[src/rtl/gnl_pkg.sv]
// Shared types, constants and list tables for the 2D grid neighbor lister.
package gnl_pkg;

    // Configuration register indexes.
    localparam logic CFG_COLUMN_COUNT  = 1'b0;
    localparam logic CFG_ELEMENT_COUNT = 1'b1;

    // Depth of the queue between the classifier and the emitter.
    localparam int QUEUE_DEPTH = 4;
    localparam int QPTR_W      = $clog2(QUEUE_DEPTH);
    localparam int QCNT_W      = $clog2(QUEUE_DEPTH + 1);

    // Neighbor slots around an element, numbered in list order.
    localparam logic [2:0] SLOT_BELOW_LEFT  = 3'd0;
    localparam logic [2:0] SLOT_BELOW       = 3'd1;
    localparam logic [2:0] SLOT_BELOW_RIGHT = 3'd2;
    localparam logic [2:0] SLOT_LEFT        = 3'd3;
    localparam logic [2:0] SLOT_RIGHT       = 3'd4;
    localparam logic [2:0] SLOT_ABOVE_LEFT  = 3'd5;
    localparam logic [2:0] SLOT_ABOVE       = 3'd6;
    localparam logic [2:0] SLOT_ABOVE_RIGHT = 3'd7;

    // Where the queried element sits across its row.
    typedef enum logic [1:0] {
        KIND_INTERIOR,
        KIND_FIRST_COL,
        KIND_LAST_COL,
        KIND_NO_GRID
    } kind_t;

    // Classification of one query, handed from the front to the back.
    typedef struct packed {
        kind_t kind;
        logic  has_below;
        logic  has_above;
        logic  is_edge;
    } class_t;

    // Slot for a list position of each kind. Interior lists have eight
    // positions, edge-column lists five.
    function automatic logic [2:0] slot_of(kind_t kind, logic [2:0] pos);
        logic [2:0] slot;
        slot = SLOT_LEFT;
        case (kind)
            KIND_INTERIOR: slot = pos;
            KIND_FIRST_COL:
            begin
                case (pos)
                    3'd0:    slot = SLOT_BELOW;
                    3'd1:    slot = SLOT_BELOW_RIGHT;
                    3'd2:    slot = SLOT_RIGHT;
                    3'd3:    slot = SLOT_ABOVE_RIGHT;
                    default: slot = SLOT_ABOVE;
                endcase
            end
            KIND_LAST_COL:
            begin
                case (pos)
                    3'd0:    slot = SLOT_BELOW_LEFT;
                    3'd1:    slot = SLOT_BELOW;
                    3'd2:    slot = SLOT_LEFT;
                    3'd3:    slot = SLOT_ABOVE_LEFT;
                    default: slot = SLOT_ABOVE;
                endcase
            end
            default: slot = SLOT_LEFT;
        endcase
        return slot;
    endfunction

    // First list position: the row below is skipped when it does not exist.
    function automatic logic [2:0] list_start(kind_t kind, logic has_below);
        logic [2:0] pos;
        case (kind)
            KIND_INTERIOR:  pos = has_below ? 3'd0 : 3'd3;
            KIND_FIRST_COL: pos = has_below ? 3'd0 : 3'd2;
            KIND_LAST_COL:  pos = has_below ? 3'd0 : 3'd2;
            default:        pos = 3'd0;
        endcase
        return pos;
    endfunction

    // Final list position: the row above is dropped when it does not exist.
    function automatic logic [2:0] list_end(kind_t kind, logic has_above);
        logic [2:0] pos;
        case (kind)
            KIND_INTERIOR:  pos = has_above ? 3'd7 : 3'd4;
            KIND_FIRST_COL: pos = has_above ? 3'd4 : 3'd2;
            KIND_LAST_COL:  pos = has_above ? 3'd4 : 3'd2;
            default:        pos = 3'd0;
        endcase
        return pos;
    endfunction

endpackage

[src/rtl/gnl_front.sv]
// Front end: row tests and a pipelined column remainder that classifies each query.
module gnl_front #(
    parameter int W = 20
) (
    input  logic              clk,
    input  logic              rst_n,
    input  logic [W-1:0]      column_count,
    input  logic [W-1:0]      element_count,
    input  logic              in_valid,
    output logic              in_ready,
    input  logic [W-1:0]      in_num,
    input  logic              q_full,
    output logic              q_wr,
    output logic [W-1:0]      q_num,
    output gnl_pkg::class_t   q_cls
);

    // Stage s holds the partial remainder after s numerator bits.
    logic         vld_reg  [0:W];
    logic [W-1:0] num_reg  [0:W];
    logic [W-1:0] rem_reg  [0:W];
    logic         hb_reg   [0:W];
    logic         ha_reg   [0:W];
    logic [W-1:0] rem_next [1:W];

    logic         advance;
    logic         hb_in;
    logic         ha_in;
    logic [W:0]   above_sum;
    logic [W-1:0] rem_final;

    // The whole pipeline moves unless its last stage is blocked by a full queue.
    assign advance  = !vld_reg[W] || !q_full;
    assign in_ready = advance;
    assign q_wr     = vld_reg[W] && !q_full;

    // A row above exists when number plus columns stays within the element count.
    assign above_sum = {1'b0, in_num} + {1'b0, column_count};
    assign hb_in     = in_num > column_count;
    assign ha_in     = above_sum <= {1'b0, element_count};

    // One restoring compare and subtract per stage.
    for (genvar s = 0; s < W; s++)
    begin : g_step
        logic [W:0] trial;
        logic [W:0] diff;
        assign trial       = {rem_reg[s], num_reg[s][W-1-s]};
        assign diff        = trial - {1'b0, column_count};
        assign rem_next[s+1] = (trial >= {1'b0, column_count}) ? diff[W-1:0]
                                                                : trial[W-1:0];
    end

    // Valid bits of the stages.
    always_ff @(posedge clk or negedge rst_n)
    begin
        if (!rst_n)
        begin
            for (int s = 0; s <= W; s++)
            begin
                vld_reg[s] <= 1'b0;
            end
        end
        else if (advance)
        begin
            vld_reg[0] <= in_valid;
            for (int s = 1; s <= W; s++)
            begin
                vld_reg[s] <= vld_reg[s-1];
            end
        end
    end

    // Payload of the stages.
    always_ff @(posedge clk)
    begin
        if (advance)
        begin
            num_reg[0] <= in_num;
            rem_reg[0] <= '0;
            hb_reg[0]  <= hb_in;
            ha_reg[0]  <= ha_in;
            for (int s = 1; s <= W; s++)
            begin
                num_reg[s] <= num_reg[s-1];
                rem_reg[s] <= rem_next[s];
                hb_reg[s]  <= hb_reg[s-1];
                ha_reg[s]  <= ha_reg[s-1];
            end
        end
    end

    // Classify the finished query for the queue.
    assign rem_final = rem_reg[W];
    assign q_num     = num_reg[W];

    always_comb
    begin
        q_cls.has_below = hb_reg[W];
        q_cls.has_above = ha_reg[W];
        if (column_count == '0)
        begin
            q_cls.kind = gnl_pkg::KIND_NO_GRID;
        end
        else if (rem_final == W'(1))
        begin
            q_cls.kind = gnl_pkg::KIND_FIRST_COL;
        end
        else if (rem_final == '0)
        begin
            q_cls.kind = gnl_pkg::KIND_LAST_COL;
        end
        else
        begin
            q_cls.kind = gnl_pkg::KIND_INTERIOR;
        end
        q_cls.is_edge = !hb_reg[W] || !ha_reg[W] || (q_cls.kind != gnl_pkg::KIND_INTERIOR);
    end

endmodule

[src/rtl/gnl_queue.sv]
// Short queue of classified queries between the front and the back.
module gnl_queue #(
    parameter int W = 20
) (
    input  logic              clk,
    input  logic              rst_n,
    input  logic              wr,
    input  logic [W-1:0]      wr_num,
    input  gnl_pkg::class_t   wr_cls,
    output logic              full,
    input  logic              rd,
    output logic              empty,
    output logic [W-1:0]      rd_num,
    output gnl_pkg::class_t   rd_cls
);

    logic [W-1:0]            num_mem_reg [gnl_pkg::QUEUE_DEPTH];
    gnl_pkg::class_t         cls_mem_reg [gnl_pkg::QUEUE_DEPTH];
    logic [gnl_pkg::QPTR_W-1:0] wptr_reg;
    logic [gnl_pkg::QPTR_W-1:0] rptr_reg;
    logic [gnl_pkg::QCNT_W-1:0] count_reg;
    logic [gnl_pkg::QCNT_W-1:0] count_next;

    assign full   = count_reg == gnl_pkg::QCNT_W'(gnl_pkg::QUEUE_DEPTH);
    assign empty  = count_reg == '0;
    assign rd_num = num_mem_reg[rptr_reg];
    assign rd_cls = cls_mem_reg[rptr_reg];

    // Occupancy follows writes and reads.
    always_comb
    begin
        count_next = count_reg;
        if (wr && !rd)
        begin
            count_next = count_reg + 1'b1;
        end
        else if (rd && !wr)
        begin
            count_next = count_reg - 1'b1;
        end
    end

    always_ff @(posedge clk or negedge rst_n)
    begin
        if (!rst_n)
        begin
            wptr_reg  <= '0;
            rptr_reg  <= '0;
            count_reg <= '0;
        end
        else
        begin
            count_reg <= count_next;
            if (wr)
            begin
                wptr_reg <= wptr_reg + 1'b1;
            end
            if (rd)
            begin
                rptr_reg <= rptr_reg + 1'b1;
            end
        end
    end

    // Entry storage.
    always_ff @(posedge clk)
    begin
        if (wr)
        begin
            num_mem_reg[wptr_reg] <= wr_num;
            cls_mem_reg[wptr_reg] <= wr_cls;
        end
    end

endmodule

[src/rtl/gnl_back.sv]
// Back end: walks the neighbor list of the queue head, one result word per cycle while the output is not stalled.
module gnl_back #(
    parameter int W = 20
) (
    input  logic              clk,
    input  logic              rst_n,
    input  logic [W-1:0]      column_count,
    input  logic              q_empty,
    input  logic [W-1:0]      q_num,
    input  gnl_pkg::class_t   q_cls,
    output logic              q_rd,
    output logic              out_valid,
    input  logic              out_ready,
    output logic [W-1:0]      out_neighbor,
    output logic              out_nvalid,
    output logic              out_edge,
    output logic              out_last
);

    logic         out_valid_reg;
    logic         out_valid_next;
    logic [W-1:0] neighbor_reg;
    logic         nvalid_reg;
    logic         edge_reg;
    logic         last_reg;
    logic         started_reg;
    logic         started_next;
    logic [2:0]   pos_reg;
    logic [2:0]   pos_next;

    logic         load;
    logic         emit;
    logic [2:0]   cur_pos;
    logic [2:0]   end_pos;
    logic         is_last;
    logic [2:0]   slot;
    logic [W-1:0] row_base;
    logic [W-1:0] value;
    logic         no_grid;

    // The output register takes a new word when empty or being drained.
    assign load    = !out_valid_reg || out_ready;
    assign emit    = !q_empty && load;
    assign no_grid = q_cls.kind == gnl_pkg::KIND_NO_GRID;

    // Current list position of the head query.
    assign cur_pos = started_reg ? pos_reg
                                 : gnl_pkg::list_start(q_cls.kind, q_cls.has_below);
    assign end_pos = gnl_pkg::list_end(q_cls.kind, q_cls.has_above);
    assign is_last = cur_pos == end_pos;
    assign slot    = gnl_pkg::slot_of(q_cls.kind, cur_pos);
    assign q_rd    = emit && is_last;

    // Neighbor number: step a row, then a column, wrapping at the field width.
    always_comb
    begin
        if (slot == gnl_pkg::SLOT_BELOW_LEFT || slot == gnl_pkg::SLOT_BELOW
            || slot == gnl_pkg::SLOT_BELOW_RIGHT)
        begin
            row_base = q_num - column_count;
        end
        else if (slot == gnl_pkg::SLOT_ABOVE_LEFT || slot == gnl_pkg::SLOT_ABOVE
                 || slot == gnl_pkg::SLOT_ABOVE_RIGHT)
        begin
            row_base = q_num + column_count;
        end
        else
        begin
            row_base = q_num;
        end

        if (slot == gnl_pkg::SLOT_BELOW_LEFT || slot == gnl_pkg::SLOT_LEFT
            || slot == gnl_pkg::SLOT_ABOVE_LEFT)
        begin
            value = row_base - 1'b1;
        end
        else if (slot == gnl_pkg::SLOT_BELOW_RIGHT || slot == gnl_pkg::SLOT_RIGHT
                 || slot == gnl_pkg::SLOT_ABOVE_RIGHT)
        begin
            value = row_base + 1'b1;
        end
        else
        begin
            value = row_base;
        end
    end

    // Sequencer and output valid.
    always_comb
    begin
        out_valid_next = out_valid_reg;
        started_next   = started_reg;
        pos_next       = pos_reg;
        if (load)
        begin
            out_valid_next = emit;
        end
        if (emit)
        begin
            started_next = !is_last;
            pos_next     = cur_pos + 1'b1;
        end
    end

    always_ff @(posedge clk or negedge rst_n)
    begin
        if (!rst_n)
        begin
            out_valid_reg <= 1'b0;
            started_reg   <= 1'b0;
            pos_reg       <= '0;
        end
        else
        begin
            out_valid_reg <= out_valid_next;
            started_reg   <= started_next;
            pos_reg       <= pos_next;
        end
    end

    // Result word register.
    always_ff @(posedge clk)
    begin
        if (emit)
        begin
            neighbor_reg <= no_grid ? '0 : value;
            nvalid_reg   <= !no_grid;
            edge_reg     <= q_cls.is_edge;
            last_reg     <= is_last;
        end
    end

    assign out_valid    = out_valid_reg;
    assign out_neighbor = neighbor_reg;
    assign out_nvalid   = nvalid_reg;
    assign out_edge     = edge_reg;
    assign out_last     = last_reg;

endmodule

[src/rtl/grid_neighbor_list_2d.sv]
// Top level of the 2D structured grid neighbor lister.
// Each input word carries a one-based element number; the block answers with
// the element's neighbors in the order row below, same row, row above, one
// result word per neighbor, the final one marked with tlast. An element in the
// first or last column has up to five neighbors, any other up to eight, and a
// column count of zero gives one word flagged as not holding a neighbor. The
// front end finds the column remainder in a pipeline of ELEMENT_BITS
// compare-and-subtract stages; a query passes these stage registers, the
// queue and the output register before its first result leaves. The front
// takes a query every cycle while the four-entry queue has room; the back
// emits one result word per cycle while the output port is not stalled, with
// the words of consecutive queries back to back.
module grid_neighbor_list_2d #(
    parameter int ELEMENT_BITS = 20
) (
    input  logic                                clk,
    input  logic                                rst_n,
    // Configuration write port.
    input  logic                                cfg_wen,
    input  logic                                cfg_index,
    input  logic [ELEMENT_BITS-1:0]             cfg_data,
    // Query stream.
    input  logic                                s_axis_tvalid,
    output logic                                s_axis_tready,
    // tdata fields from bit 0: element_number.
    input  logic [((ELEMENT_BITS+7)/8)*8-1:0]   s_axis_tdata,
    // Result stream.
    output logic                                m_axis_tvalid,
    input  logic                                m_axis_tready,
    // tdata fields from bit 0: neighbor_element.
    output logic [((ELEMENT_BITS+7)/8)*8-1:0]   m_axis_tdata,
    // tuser fields from bit 0: neighbor_valid, is_edge.
    output logic [1:0]                          m_axis_tuser,
    output logic                                m_axis_tlast
);

    localparam int TDATA_W = ((ELEMENT_BITS + 7) / 8) * 8;

    logic [ELEMENT_BITS-1:0] column_count_reg;
    logic [ELEMENT_BITS-1:0] element_count_reg;

    logic                    q_wr;
    logic                    q_rd;
    logic                    q_full;
    logic                    q_empty;
    logic [ELEMENT_BITS-1:0] wr_num;
    logic [ELEMENT_BITS-1:0] rd_num;
    gnl_pkg::class_t         wr_cls;
    gnl_pkg::class_t         rd_cls;
    logic [ELEMENT_BITS-1:0] neighbor;
    logic                    nvalid;
    logic                    edge_flag;

    // Configuration registers.
    always_ff @(posedge clk or negedge rst_n)
    begin
        if (!rst_n)
        begin
            column_count_reg  <= '0;
            element_count_reg <= '0;
        end
        else if (cfg_wen)
        begin
            case (cfg_index)
                gnl_pkg::CFG_COLUMN_COUNT:  column_count_reg  <= cfg_data;
                gnl_pkg::CFG_ELEMENT_COUNT: element_count_reg <= cfg_data;
                default:                    column_count_reg  <= column_count_reg;
            endcase
        end
    end

    gnl_front #(
        .W (ELEMENT_BITS)
    ) u_front (
        .clk           (clk),
        .rst_n         (rst_n),
        .column_count  (column_count_reg),
        .element_count (element_count_reg),
        .in_valid      (s_axis_tvalid),
        .in_ready      (s_axis_tready),
        .in_num        (s_axis_tdata[ELEMENT_BITS-1:0]),
        .q_full        (q_full),
        .q_wr          (q_wr),
        .q_num         (wr_num),
        .q_cls         (wr_cls)
    );

    gnl_queue #(
        .W (ELEMENT_BITS)
    ) u_queue (
        .clk    (clk),
        .rst_n  (rst_n),
        .wr     (q_wr),
        .wr_num (wr_num),
        .wr_cls (wr_cls),
        .full   (q_full),
        .rd     (q_rd),
        .empty  (q_empty),
        .rd_num (rd_num),
        .rd_cls (rd_cls)
    );

    gnl_back #(
        .W (ELEMENT_BITS)
    ) u_back (
        .clk          (clk),
        .rst_n        (rst_n),
        .column_count (column_count_reg),
        .q_empty      (q_empty),
        .q_num        (rd_num),
        .q_cls        (rd_cls),
        .q_rd         (q_rd),
        .out_valid    (m_axis_tvalid),
        .out_ready    (m_axis_tready),
        .out_neighbor (neighbor),
        .out_nvalid   (nvalid),
        .out_edge     (edge_flag),
        .out_last     (m_axis_tlast)
    );

    // Pack the result word.
    assign m_axis_tdata = TDATA_W'(neighbor);
    assign m_axis_tuser = {edge_flag, nvalid};

endmodule
[config.mk]
export PLATFORM = sky130hd
export DESIGN_NAME = grid_neighbor_list_2d
export DESIGN_NICKNAME = d
export VERILOG_FILES = /design/src/rtl/gnl_pkg.sv /design/src/rtl/gnl_front.sv /design/src/rtl/gnl_queue.sv /design/src/rtl/gnl_back.sv /design/src/rtl/grid_neighbor_list_2d.sv
export SDC_FILE = /design/constraint.sdc
export NUM_CORES = 2
export LEC_CHECK = 0
export BUFFER_PORTS_ARGS = -buffer_cell sky130_fd_sc_hd__clkbuf_2
export CAP_MARGIN = 15
export CELL_PAD_IN_SITES_DETAIL_PLACEMENT = 1
export CELL_PAD_IN_SITES_GLOBAL_PLACEMENT = 1
export CORE_MARGIN = 1.5
export CORE_UTILIZATION = 55
export DETAILED_ROUTE_END_ITERATION = 12
export GPL_ROUTABILITY_DRIVEN = 0
export PLACE_DENSITY_LB_ADDON = 0.25
export SYNTH_ARGS = -nofsm -noshare
export SYNTH_HDL_FRONTEND = slang
export SYNTH_SLANG_ARGS = --single-unit
export TNS_END_PERCENT = 50
[constraint.sdc]
create_clock -name clk -period 30.8 [get_ports clk]
set_input_delay 1.54 -clock clk [delete_from_list [all_inputs] [get_ports clk]]
set_output_delay 1.54 -clock clk [all_outputs]
set_load 0.1 [all_outputs]
==> results.tsv <==
metric	value	unit
status	finished, final reports clean	
Inst Count DP	6466	
Critical Path RT	31270	ps
routed via count	42765	
routed len/inst	26.6	µm
CP Launch Type	flip-flop	
Setup TNS	0	ps
final routed DRC violation total	0	
max frequency	130	MHz
drt total wl	177	mm
CTS Hold Buffers Added	0	
Synth Warn #	0	
initial drt markers	3386	
grt total ovfl	0	
share of flip-flops with an asynchronous set or reset	6.90	%
Crit path top cell by count	ha_1	
Non-Filler Instances	6680	
Slew Viols, Final	0	
first-pass GRT wire length	272	mm
Final Setup Violations	0	
final hold violation count	0	
CP max FO	27	
highest-delay cell along the critical path	ha_1	
CTS root buf	clkbuf_16	
CTS max path bufs	3	
Reg clk slew, reported paths	60	ps
Hold Path Class	reg -> reg	
Tightest Pin Transition	1210	ps
Post-synth EDFFs	985	
crit path DAT	8170	ps
area delta synth->final	10.2	%
nets	5751	
Worst path top cell family by delay	compound AO/OA/AOI/OAI gates	
row count	120	
H-tree Lvls	3	
critical path class	reg -> reg	
post_cts resized	0	
die area	111000	µm²
Avg Vias per Cell	6.40	
Top Ports	79	
All-Layer GR Usage	31.7	%
post-DP HPWL	118	mm
die span in y	333	µm
later-pin clock latency in the skew report	750	ps
Crit path largest cell delay	800	ps
die width	333	µm
CP cell instances	buf_4, mux4_2, ha_1, nor4_1, a21oi_1, inv_1, ha_1, ha_1, a211o_1, a221oi_1, nand2_1, o21ai_2, nand2_1, o21ai_2, ha_1, nand2_1, nor4b_1, nand3_1, o21ai_1, mux2_1	
first-pass detailed-route iteration total	5	
Distinct cells, synth	109	
area of the mapped netlist	60000	µm²
CP endpoint kind	flip-flop	
core area	108000	µm²
antenna-violating nets left	0	
CTS buffer count	112	
mean post-synth cell area	11.9	µm²
share of cells above drive strength 1	13.0	%
CTS tree	built	
RSZ-0062 raised after global routing	no	
Post-CTS Setup Bufs	0	
max reg flops	420	
initial core utilization	55.7	%
Tmin final	7700	ps
part of the cycle the worst path needs	25.0	%
Cells after Synth	5042	
Clock Skews	93.7	ps
max-capacitance violation count	0	
ys flop type	edfxtp_1	
clk sinks	1058	
initial antenna violation count	6	
Synth Register Bits	1058	
largest net degree at the start of global routing	186	
worst path bufs/invs	2	
number of port buffers	70	
relative slew slack	19.6	%
sequential share of the synthesized area	52.3	%
vias in the first global route	45362	
## area by class of cell
type / instances / area, µm²
flip-flops and latches: 1058 / 31400
repair buffers: 128 / 845
diodes: 2 / 5.00
fillers: 10796 / 41500
inverters: 265 / 1000
clock inverters: 82 / 1050
well taps: 1403 / 1760
multi-input cells: 3615 / 27200
clock buffers: 127 / 2870
## synth_stat cells, types with 17 or more instances
library cell / count / area [µm²]
a31oi_1: 26 / 163
nand4_1: 72 / 450
nand2b_1: 72 / 450
nor2_1: 364 / 1370
and2_1: 24 / 150
o21a_1: 71 / 533
clkbuf_1: 62 / 233
ha_1: 498 / 6230
fa_1: 23 / 460
a21o_1: 117 / 878
and3_1: 38 / 238
buf_2: 17 / 85.1
mux2_2: 245 / 2760
or3_1: 40 / 250
xnor2_1: 190 / 1660
o21ai_0: 291 / 1460
nor3_1: 118 / 591
o211ai_1: 23 / 173
a21boi_0: 65 / 488
o31ai_1: 26 / 195
a21oi_1: 344 / 1720
or2_2: 32 / 200
mux4_2: 22 / 495
mux2i_1: 36 / 360
xor2_1: 95 / 832
nand2_1: 288 / 1080
a211oi_1: 32 / 240
o21bai_1: 19 / 143
dfrtp_1: 73 / 1830
nor4_1: 29 / 181
edfxtp_1: 985 / 29600
nand3_1: 58 / 290
nor2b_1: 76 / 475
inv_1: 263 / 987
## worst paths after layout
| check | from | endpoint | slack (ps) | cells after the start |
|---|---|---|---|---|
| min in group asynchronous | rst_n | element_count_reg[4]$_DFFE_PN0P_ | 980 | 1 |
| worst max-delay path | u_queue.rptr_reg[0]$_DFFE_PN0P_ | u_back.out_neighbor[16]$_SDFFCE_PN0P_ | 23110 | 20 |
| max in group asynchronous | rst_n | column_count_reg[0]$_DFFE_PN0P_ | 29100 | 1 |
| worst min-delay path | u_front.num_reg[1][59]$_DFFE_PP_ | u_front.num_reg[1][79]$_DFFE_PP_ | 380 | 0 |
| worst max register to register | u_queue.rptr_reg[0]$_DFFE_PN0P_ | u_back.out_neighbor[16]$_SDFFCE_PN0P_ | 23110 | 20 |
| worst min register to register | u_front.num_reg[1][59]$_DFFE_PP_ | u_front.num_reg[1][79]$_DFFE_PP_ | 380 | 0 |
## logic make-up (layout without fill, tap and decap cells)
group / after synthesis / in the layout / share of synthesized area, %
other: 1 / 6 / 0.00625
AO/OA/AOI/OAI: 1210 / 1210 / 13.0
flip-flops: 1058 / 1058 / 52.3
buffers and inverters: 372 / 602 / 2.48
XOR/XNOR: 285 / 285 / 4.16
AND/OR/NAND/NOR: 1287 / 1287 / 10.7
adder cells (fa/ha/maj): 521 / 521 / 11.2
multiplexers: 308 / 308 / 6.20
## per-stage QoR
| step | setup WS (ps) | utilization, % | instance area (µm²) | hold slack, ps |
|---|---|---|---|---|
| 2_1_floorplan | 11170 | - | 60000 | 400 |
| 3_3_place_gp | 23240 | 57.7 | 62100 | 401 |
| 3_5_place_dp | 23130 | 57.7 | 62100 | 406 |
| 4_1_cts | 23110 | 61.3 | 66000 | 379 |
| 5_1_grt | 22390 | 61.4 | 66100 | 403 |
| 6_report | 23110 | 61.4 | 66100 | 385 |
## placed cells by master (no fill, tap or decap), types with 58 or more instances in the layout
master / n
a21boi_0: 63
a21o_1: 117
a21oi_1: 342
clkbuf_16: 112
clkbuf_2: 69
dfrtp_1: 71
edfxtp_1: 985
ha_1: 498
inv_1: 243
mux2_2: 245
nand2_1: 288
nand2b_1: 72
nand3_1: 58
nand4_1: 72
nor2_1: 364
nor2b_1: 75
nor3_1: 118
o21a_1: 71
o21ai_0: 291
xnor2_1: 190
xor2_1: 95
## layer usage
layer / up-vias / global-route usage [%] / wire length, µm
met4: 0 / 16.6 / 9970
met1: 21433 / 38.6 / 70200
met2: 1474 / 54.9 / 87800
met3: 513 / 4.45 / 9400
li1: 19345 / - / -
met5: - / 0 / 0
Power is left out: the tool's default activity adds up to more than one toggle a clock period on the data nets, which glitch-free logic cannot reach.
